<file path="src/hdl/tpb_pkg.sv">
// ----------------------------------------------------------------------------
// tpb_pkg
// Types and constants shared by the color-key blit engine.
// ----------------------------------------------------------------------------
`timescale 1ns / 1ps
`default_nettype none

package tpb_pkg;

    localparam int DIM_W      = 7;    // dimension registers and counters
    localparam int IDX_W      = 14;   // linear index before range check
    localparam int POS_W      = 10;   // signed destination coordinate
    localparam int ADDR_W     = 12;
    localparam int PIX_W      = 8;
    localparam int SRCO_W     = 6;
    localparam int DSTO_W     = 8;
    localparam int FUNC_W     = 2;
    localparam int STAT_W     = 2;
    localparam int CFG_IDX_W  = 2;
    localparam int IN_DATA_W  = 64;
    localparam int OUT_DATA_W = 16;
    localparam int MAX_EDGE   = 64;

    localparam logic [PIX_W-1:0] TRANSPARENT_PIXEL = 8'd255;

    // s_axis_tdata field positions
    localparam int ADDR_LSB   = 0;
    localparam int PIXEL_LSB  = 12;
    localparam int SRC_X_LSB  = 20;
    localparam int SRC_Y_LSB  = 26;
    localparam int DST_X_LSB  = 32;
    localparam int DST_Y_LSB  = 40;
    localparam int SIZE_X_LSB = 48;
    localparam int SIZE_Y_LSB = 55;

    typedef enum logic [FUNC_W-1:0] {
        FN_WR_SRC = 2'd0,
        FN_WR_DST = 2'd1,
        FN_BLIT   = 2'd2,
        FN_RD_DST = 2'd3
    } func_t;

    typedef enum logic [STAT_W-1:0] {
        STAT_OK     = 2'd0,
        STAT_SKIP   = 2'd1,
        STAT_REJECT = 2'd2
    } status_t;

    typedef enum logic [CFG_IDX_W-1:0] {
        CFG_SRC_WIDTH  = 2'd0,
        CFG_SRC_HEIGHT = 2'd1,
        CFG_DST_WIDTH  = 2'd2,
        CFG_DST_HEIGHT = 2'd3
    } cfg_reg_t;

    typedef enum logic [2:0] {
        ST_IDLE,
        ST_READ,
        ST_COL,
        ST_PIX,
        ST_DRAIN
    } state_t;

    typedef struct packed {
        logic accept;     // input beat taken this cycle
        logic col_start;  // set up column base addresses
        logic pix_step;   // issue one pixel, advance the walk
        logic push_read;  // load read result into output register
        logic push_blit;  // load blit status into output register
    } cmd_t;

    typedef struct packed {
        func_t func;
        logic  blit_run;  // blit passes checks and has a nonempty rectangle
        logic  row_last;
        logic  col_last;
        logic  out_busy;  // output register full and not drained this cycle
    } sts_t;

endpackage

`default_nettype wire

</file>
<file path="src/hdl/tpb_ctrl.sv">
// ----------------------------------------------------------------------------
// tpb_ctrl
// Sequencer for host accesses and the column-by-column blit walk.
// ----------------------------------------------------------------------------
`timescale 1ns / 1ps
`default_nettype none

module tpb_ctrl (
    input  wire logic          clk,
    input  wire logic          rst_n,
    input  wire logic          in_valid,
    output logic               in_ready,
    input  wire tpb_pkg::sts_t sts,
    output tpb_pkg::cmd_t      cmd
);
    import tpb_pkg::*;

    state_t state_reg;
    state_t state_next;
    logic   accept;

    assign in_ready = (state_reg == ST_IDLE) && !sts.out_busy;
    assign accept   = in_valid && in_ready;

    always_ff @(posedge clk or negedge rst_n)
    begin
        if (!rst_n)
        begin
            state_reg <= ST_IDLE;
        end
        else
        begin
            state_reg <= state_next;
        end
    end

    always_comb
    begin
        state_next = state_reg;
        unique case (state_reg)
            ST_IDLE:
            begin
                if (accept)
                begin
                    unique case (sts.func)
                        FN_RD_DST: state_next = ST_READ;
                        FN_BLIT:   state_next = sts.blit_run ? ST_COL : ST_IDLE;
                        default:   state_next = ST_IDLE;
                    endcase
                end
            end
            ST_READ:  state_next = ST_IDLE;
            ST_COL:   state_next = ST_PIX;
            ST_PIX:
            begin
                priority if (sts.row_last && sts.col_last)
                begin
                    state_next = ST_DRAIN;
                end
                else if (sts.row_last)
                begin
                    state_next = ST_COL;
                end
                else
                begin
                    state_next = ST_PIX;
                end
            end
            ST_DRAIN: state_next = ST_IDLE;
            default:  state_next = ST_IDLE;
        endcase
    end

    always_comb
    begin
        cmd           = '0;
        cmd.accept    = accept;
        cmd.push_read = (state_reg == ST_READ);
        cmd.col_start = (state_reg == ST_COL);
        cmd.pix_step  = (state_reg == ST_PIX);
        // rejected, skipped and empty blits report at once
        cmd.push_blit = (accept && sts.func == FN_BLIT && !sts.blit_run)
                        || (state_reg == ST_DRAIN);
    end

endmodule

`default_nettype wire

</file>
<file path="config.mk">
export PLATFORM = sky130hd
export DESIGN_NAME = tpb_ctrl
export DESIGN_NICKNAME = d
export VERILOG_FILES = /design/src/hdl/tpb_pkg.sv /design/src/hdl/tpb_ctrl.sv
export SDC_FILE = /design/constraint.sdc
export NUM_CORES = 1
export LEC_CHECK = 0
export BUFFER_PORTS_ARGS = -buffer_cell sky130_fd_sc_hd__buf_2
export CAP_MARGIN = 20
export CORE_AREA = 4 4 41 43
export DETAILED_ROUTE_END_ITERATION = 7
export DIE_AREA = 0 0 45 47
export PLACE_DENSITY = 0.39
export SYNTH_ARGS = -nofsm -noshare
export SYNTH_HDL_FRONTEND = slang
export SYNTH_SLANG_ARGS = --single-unit
</file>
<file path="constraint.sdc">
create_clock -name clk -period 3.5 [get_ports clk]
set_input_delay 0 -clock clk [delete_from_list [all_inputs] [get_ports clk]]
set_output_delay 0 -clock clk [all_outputs]
set_load 0.01 [all_outputs]
</file>
Word-level counts from Yosys, hierarchy flattened
Index checks and enable logic that the tools add are counted.
Widths: inputs -> output; s select.

cells by class
  equal/unequal tests = 7
  multiplexer cells = 6
  reductions and logical operators = 9

operator list
  operator            number
  $pmux 3 s3          1
  $eq 3x2->1 const B  2
  $mux 3              2
  $logic_and 1x1->1   5
  $eq 2x2->1 const B  2
  $pmux 2 s2          1
  $eq 3x1->1 const B  1
  $eq 3x3->1 const B  1
  $logic_not 3->1     1
  $logic_not 1->1     2
  $mux 2              1
  $ne 2x2->1 const B  1
  $logic_or 1x1->1    1
  $mux 1              1

word-level totals
  flip-flop bits (word level) = 3
  bits of input ports = 9
  output and inout bits = 6
  logic and storage cells = 23

Depth between registers and ports, before layout
Gate-level depths: netlist (run 1).

  depth after elaboration = 6
  gate-level depth with buffers = 4
  depth with buffers taken out = 3

Least setup slack after synthesis (run 1)
No wires, ideal clock.

  kind = register to output
  start point = register state_reg[2]
  end point = output cmd[4] (netlist name)
  data arrival time = 1263 ps
  setup slack = 2237 ps
  cell stages (with the launch flop) = 5
  buffers on the path = 1
  cell sequence = dfrtp_1 -> or4_4 -> inv_2 -> and2_1 -> buf_4

on the way
  word-level cells in the longest chain between the ends = 3

ends and longest elaborated chain
  element                 line            RTL
  from (decl)             tpb_ctrl.sv:18  state_t state_reg;
  from (signal assigned)  tpb_ctrl.sv:33  state_reg <= state_next;
  $logic_not 3->1         tpb_ctrl.sv:22  assign in_ready = (state_reg == ST_IDLE) && !sts.out_busy;
  $logic_and 1x1->1       tpb_ctrl.sv:22
  via in_ready            tpb_ctrl.sv:12  output logic in_ready,
  $logic_and 1x1->1       tpb_ctrl.sv:23  assign accept = in_valid && in_ready;
  to (decl)               tpb_ctrl.sv:14  output tpb_pkg::cmd_t cmd

The timed path passes the listed nets, and every way through them passes these cells.

==> impl_metrics.toml, run 1 <==
[cts]
cts_num_sinks = 3
htreeDepth = 1
cts_inserted_buffers = 3
cts_setup_buffers = 0
clk_path_buf_depth = 2
cts_root_buf = "clkbuf_4"
cts_tree = "yes"
clk_latency_ps = 230
clkTransAtPathRegs_ps = 40
cts_resized = 0

[timing]
finClkSkew_ps = 0.0337
fin_ws_ps = 1960
final_hold_viol_count = 0
rsz0062_at_grt = "false"
fin_setup_tns_ps = 0
post-route-period-util = 0.441
min_period_ps = 1540
setup_viol = 0
slew_headroom = 0.825
max_clock_freq_ghz = 0.648
tightestPinTransition_ps = 259
drv_slew = 0

[floorplan]
io-pin-count = 15
die_x_um = 45
die_y_um = 47
std_cell_rows = 13
start_util = 0.156
coreArea_um2 = 1300
dieArea_um2 = 2120

[global_routing]
grt_max_degree = 7
grt_first_pass_wirelength_um = 814
grt_usage = 0.0578
grt_pass1_vias = 212
antenna_found_initial = 0
grt_remaining_overflow = 0

[detailed_routing]
detail_route.vias_per_cell = 3.95
ant_nets = 0
wl_per_cell_um = 9.84
wirelength_um = 541
drc = 0
drtIter0Drc = 1
vias = 217
drtPass1Iterations = 2

[status]
outcome = "complete, no violations"

[placed_design]
place_ws_ps = 2200
dp_hpwl_um = 444
gp_congestion = 0.726
io_buffers = 14

[final_layout]
syn_to_final_growth_pct = 58.0
drive_above_1_share = 0.525
antennaDiodeCount = 0
final_common_cell = "buf_2"
final_nets = 50
mostFrequentLayoutCells = "buf_2, nor2_1, clkbuf_4, dfrtp_1"
largest_register_ffs = 3

[logic_synthesis]
yosys.area.top_type = "dfrtp_1"
synth_area_leaders = "dfrtp_1, nand4b_1, o22ai_1, nor2_1, or4_4"
ys_ff_latch = 3
yosysSeqAreaShare = 0.370
synthCells = 22
synth_top_area_frac = 0.370
synth_area_um2 = 203
yosys_warnings = 0
synthesis.nets = 31
synth.distinct_cells = 16
synth_area_per_cell_um2 = 9.21

[setup_path]
crit_arrival_ps = 1540
r2r_slack_ps = 2290
reg2reg_to = "state_reg[0]"
worst_path_max_delay_cell = "or4_4"
criticalPathCategory = "reg2out"
required_ps = 3500
slowest_delay_ps = 570
cp-start-kind = "flip-flop"
cp-end-kind = "primary output"
path_cells = "or4_4 -> inv_2 -> a22o_2 -> buf_2"
reg2regPathDepth = 2
worstPathMaxFanout = 6
r2r-start = "state_reg[2]"

[power_and_ir_drop]
p_leak_nw = 0.169
peakVddDrop_uv = 134
pwr_density_cell_nw_per_um2 = 659
power_w = 0.000211

[flow_run]
cap_violations = 0

[hold_path]
hold_path_startpoint = "sts[0]"
worstHoldPathCells = 3
holdPathEnd = "state_reg[1]"
hp-class = "in2reg"
-- metal layers --
layer	track usage	vias to the layer above	wire length, um
li1	-	115	-
met1	0.0595	89	238
met2	0.0763	11	218
met3	0.0307	2	67
met4	0.0702	0	17
met5	0	-	0
-- metrics by stage --
| stage | utilization | cell area, um2 | std cells | hold WS (ps) |
|---|---|---|---|---|
| finish | 0.246 | 320 | 55 | 65.1 |
| global placement | 0.218 | 284 | 50 | -204 |
| global route | 0.246 | 320 | 55 | 83.4 |
| floorplan | - | 203 | 22 | -296 |
| detailed placement | 0.218 | 284 | 50 | -204 |
| CTS | 0.246 | 320 | 55 | 62.9 |
-- what timing repair did --
action	in CTS	in global routing
endpoints found under the setup margin	0	0
hold buffers	1	0
endpoints found under the hold margin	3	0
-- logic make-up (layout without fill, tap and decap cells) --
logic type	Yosys count	count (layout)	share of synthesized area
compound gates	4	4	0.160
buf+inv	3	21	0.0741
flops	3	3	0.370
simple gates	12	12	0.395
-- worst max path at each step --
stage	to	depth (start not counted)	from
after floorplan	cmd[4]	4	state_reg[2]
after CTS	cmd[0]	4	state_reg[2]
final	cmd[0]	4	state_reg[2]
after global routing	cmd[4]	4	state_reg[2]
after detailed placement	cmd[0]	4	state_reg[2]
after global placement	cmd[0]	4	state_reg[2]
-- power breakdown --
group,switching (W),leakage (nW),internal [W]
registers,0.0000134,0.0400,0.0000457
logic,0.0000457,0.114,0.0000459
clock network,0.0000178,0.0150,0.0000427
total,0.0000769,0.169,0.000134
-- critical path, delay by kind of cell, from the launching register on --
kind	cells	cell delay (ps)
AOI/OAI and AO/OA	1	130
DFF	1	420
and+or+nand+nor	1	570
buffers and inverters	2	200
-- synth_stat cells, drive strengths merged --
library cell and instances:
nand2b 1, nand4b 2, a22o 1, nor4bb 1, buf 1, inv 2
a21bo 1, nor2 3, or4 1, o22ai 2, and3 1, nor3 1
nor2b 1, dfrtp 3, and2 1
-- layout make-up --
cell class | instances | area (um2)
well taps | 15 | 18.8
clock buffers | 4 | 26.3
flip-flops and latches | 3 | 75.1
fillers | 153 | 981
multi-input cells | 16 | 113
repair buffers | 15 | 80.1
inverters | 2 | 7.51
Note: power is estimated with default switching activity, not from simulation.
==> inputs of run 2 (changes only) <==
- PLACE_DENSITY: 0.39 -> 0.41
- clock period: 3.5 -> 1.4 ns (I/O delays scaled with it)
==> run 2 against run 1 <==
Against the previous run: the run now ends with setup timing left; final area up 14%; via count up 15%; first-iteration DRC count rose to 4.0 times the previous value; largest cell class is now non-clock buffers; highest routed layer unchanged.
==> impl_metrics.toml, run 2 (synthesized netlist as in run 1, its figures left out) <==
[detailed_routing]
vias = 249
drc = 0
ant_nets = 0
wl_per_cell_um = 10.3
wirelength_um = 618
detail_route.vias_per_cell = 4.15
drtIter0Drc = 4
drtPass1Iterations = 2

[power_and_ir_drop]
p_leak_nw = 0.194
peakVddDrop_uv = 421
pwr_density_cell_nw_per_um2 = 1680

[cts]
cts_inserted_buffers = 3
cts_tree = "yes"
cts_num_sinks = 3
clk_path_buf_depth = 2
cts_root_buf = "clkbuf_4"
clk_latency_ps = 230
clkTransAtPathRegs_ps = 40
htreeDepth = 1

[floorplan]
io-pin-count = 15
std_cell_rows = 13
die_x_um = 45
start_util = 0.156
coreArea_um2 = 1300
die_y_um = 47
dieArea_um2 = 2120

[timing]
setup_viol = 2
post-route-period-util = 1.03
min_period_ps = 1450
fin_setup_tns_ps = -83.2
finClkSkew_ps = 2.54
final_hold_viol_count = 0
drv_slew = 0
fin_ws_ps = -45.4
slew_headroom = 0.834
max_clock_freq_ghz = 0.692
rsz0062_at_grt = "true"
tightestPinTransition_ps = 245

[flow_run]
cap_violations = 0

[final_layout]
largest_register_ffs = 3
syn_to_final_growth_pct = 79.6
final_core_util = 0.280
multi_input_area_um2 = 113
fin_area_um2 = 364
final.fill_count = 156
drive_above_1_share = 0.578
antennaDiodeCount = 0
mostFrequentLayoutCells = "buf_2, buf_4, nor2_1, clkbuf_4, dfrtp_1"
seqCellArea_um2 = 75.1
final_nets = 55
final_common_cell = "buf_2"

[setup_path]
cp-start-kind = "flip-flop"
crit_family = "simple AND/OR/NAND/NOR gates"
worstPathMaxFanout = 3
worst_path_max_delay_cell = "or4_4"
crit_arrival_ps = 1450
required_ps = 1400
criticalPathCategory = "reg2out"
path_cells = "or4_4 -> inv_2 -> a22o_2 -> buf_6"
cp-end-kind = "primary output"
slowest_delay_ps = 530
crit_buf_inv = 2

[global_routing]
antenna_found_initial = 0
grt_remaining_overflow = 0
grt_pass1_vias = 270
grt_usage = 0.0736
grt_first_pass_wirelength_um = 1040
grt_max_degree = 6

[placed_design]
placed_cell_area_um2 = 299
gp_congestion = 0.733
dp_hpwl_um = 474
io_buffers = 14

[status]
violations = "setup timing"
outcome = "finished with violations"

[hold_path]
hp-class = "in2reg"
==> run 2: metal layers <==
layer,global-route usage,up-vias,part of all wire
met2,0.116,12,0.50
met5,0,-,0
met4,0.0702,0,0.029
met1,0.0753,108,0.39
li1,-,126,-
met3,0.0268,3,0.087
==> run 2: metrics by stage <==
| stage | setup WS (ps) | std cells | hold WS [ps] | power, W |
|---|---|---|---|---|
| 3_5_place_dp | 156 | 52 | -203 | 0.000398 |
| 2_1_floorplan | 137 | 22 | -296 | 0.000300 |
| 4_1_cts | -45.1 | 59 | 74.5 | 0.000593 |
| 6_report | -45.4 | 60 | 73.5 | 0.000610 |
| 3_3_place_gp | 146 | 52 | -203 | 0.000401 |
| 5_1_grt | -85.3 | 60 | 92.0 | 0.000656 |
==> run 2: final timing paths <==
path	from	to	slack, ps	depth (start not counted)
setup reg to reg	state_reg[0]	state_reg[0]	20	4
hold reg to reg	state_reg[2]	state_reg[0]	620	2
max in group asynchronous	rst_n	state_reg[2]	1210	2
min in group asynchronous	rst_n	state_reg[0]	90	2
hold / removal	sts[5]	state_reg[1]	70	3
setup / recovery	state_reg[0]	cmd[0]	-50	4
==> run 2: power by group <==
part / leakage (nW) / switching, W / internal (W) / total [W]
Sequential: 0.0400 / 0.0000146 / 0.000114 / 0.000129
Clock: 0.0150 / 0.0000448 / 0.000107 / 0.000152
Combinational: 0.139 / 0.000155 / 0.000175 / 0.000330
==> run 2: cell type report <==
cell class	count	area share
clock buffer	4	0.0722
sequential	3	0.206
tap	15	0.0515
multi-input combinational	16	0.309
timing repair buffer	20	0.340
inverter	2	0.0206
==> run 2: what timing repair did <==
action	4_1_cts	5_1_grt
hold buffers	1	0
setup endpoints to repair	2	2
pin swaps	1	0
hold endpoints to repair	3	0
resized for setup	1	0
buffers inserted	2	1
==> run 2: worst register-to-register path, stage by stage, from the launching register on <==
cell and delay (ps):
dfrtp_1 370, or4_4 530, buf_4 150, buf_4 130, o22ai_1 120
==> inputs of run 3 (changes only) <==
- HOLD_SLACK_MARGIN: unset -> 0.1
==> run 3 against run 2 <==
Against the previous run: the run still ends with setup timing left; total power is 9.0% higher; via count is 7.6% higher; global-route usage rose by 0.16 points.
==> impl_metrics.toml, run 3 (synthesized netlist as in run 1, its figures left out) <==
[status]
outcome = "finished with violations"
violations = "setup timing"

[setup_path]
cp-start-kind = "flip-flop"
cp-end-kind = "primary output"
worstPathMaxFanout = 3
criticalPathCategory = "reg2out"
required_ps = 1400
crit_arrival_ps = 1470

[global_routing]
grt_usage = 0.0752
grt_remaining_overflow = 0
grt_first_pass_wirelength_um = 1070
grt_max_degree = 6
antenna_found_initial = 0
grt_pass1_vias = 275

[placed_design]
place_ws_ps = 156
dp_hpwl_um = 474
placedCellCount = 52
io_buffers = 14
gp_congestion = 0.733

[power_and_ir_drop]
power_w = 0.000665
p_leak_nw = 0.225
pwr_density_cell_nw_per_um2 = 1500
peakVddDrop_uv = 449

[timing]
setup_viol = 2
finClkSkew_ps = 2.34
rsz0062_at_grt = "true"
tightestPinTransition_ps = 348
final_hold_viol_count = 0
drv_slew = 0
post-route-period-util = 1.05
min_period_ps = 1470
slew_headroom = 0.765
fin_ws_ps = -66.6
max_clock_freq_ghz = 0.682
fin_setup_tns_ps = -123

[detailed_routing]
drtPass1Iterations = 2
ant_nets = 0
drtIter0Drc = 2
drc = 0
vias = 268
detail_route.vias_per_cell = 4.12
wl_per_cell_um = 9.69
wirelength_um = 630

[final_layout]
final_nets = 60
antennaDiodeCount = 0
drive_above_1_share = 0.580
mostFrequentLayoutCells = "buf_2, dlygate4sd3_1, buf_4"
final_common_cell = "buf_2"
final_cells = 65
seqCellArea_um2 = 75.1
multi_input_area_um2 = 135
final_core_util = 0.340
final.fill_count = 150
largest_register_ffs = 3
syn_to_final_growth_pct = 119

[floorplan]
std_cell_rows = 13
start_util = 0.156
die_y_um = 47
dieArea_um2 = 2120
coreArea_um2 = 1300
io-pin-count = 15
die_x_um = 45

[hold_path]
hp-class = "in2reg"

[cts]
cts_root_buf = "clkbuf_4"
cts_tree = "yes"
htreeDepth = 1
cts_num_sinks = 3
clk_path_buf_depth = 2
clkTransAtPathRegs_ps = 40
clk_latency_ps = 230
cts_inserted_buffers = 3

[flow_run]
cap_violations = 0
-- run 3: power breakdown --
group	internal (W)	switching [W]
Clock	0.000107	0.0000440
Combinational	0.000212	0.000174
Sequential	0.000114	0.0000142
-- run 3: worst paths after layout --
kind,startpoint,endpoint,slack [ps],depth (start not counted)
min reg2reg,state_reg[2],state_reg[0],620,2
max reg2reg,state_reg[0],state_reg[0],30,4
min,in_valid,state_reg[0],110,3
min in group asynchronous,rst_n,state_reg[0],630,3
max,state_reg[0],cmd[4],-70,4
max in group asynchronous,rst_n,state_reg[2],620,3
-- run 3: area by class of cell --
class | count | area share
repair buffers | 25 | 0.407
flip-flops and latches | 3 | 0.169
multi-input cells | 16 | 0.305
inverters | 2 | 0.0169
well taps | 15 | 0.0424
clock buffers | 4 | 0.0593
-- run 3: stage by stage --
stage | hold WS (ps) | cell area, um2
after global routing | 119 | 443
after global placement | -203 | 299
after CTS | 102 | 407
after floorplan | -296 | 203
after detailed placement | -203 | 299
final | 109 | 443
-- run 3: worst max-delay path, cell delays in order, from the launching register on --
cell and delay, ps:
dfrtp_1 370, or4_4 550, inv_2 90, and2_4 130, buf_6 90
-- run 3: timing repair --
item                                   CTS  global route
gates resized for setup                  1             5
setup endpoints to repair                2             2
setup buffers                            2             1
endpoints found under the hold margin    5             0
hold buffers                             6             0
pin swaps                                1             2
-- run 3: per-layer routing --
layer / GRT usage / share of wire
met2: 0.119 / 0.50
met4: 0.0702 / 0.029
met1: 0.0776 / 0.39
met3: 0.0268 / 0.081
met5: 0 / 0
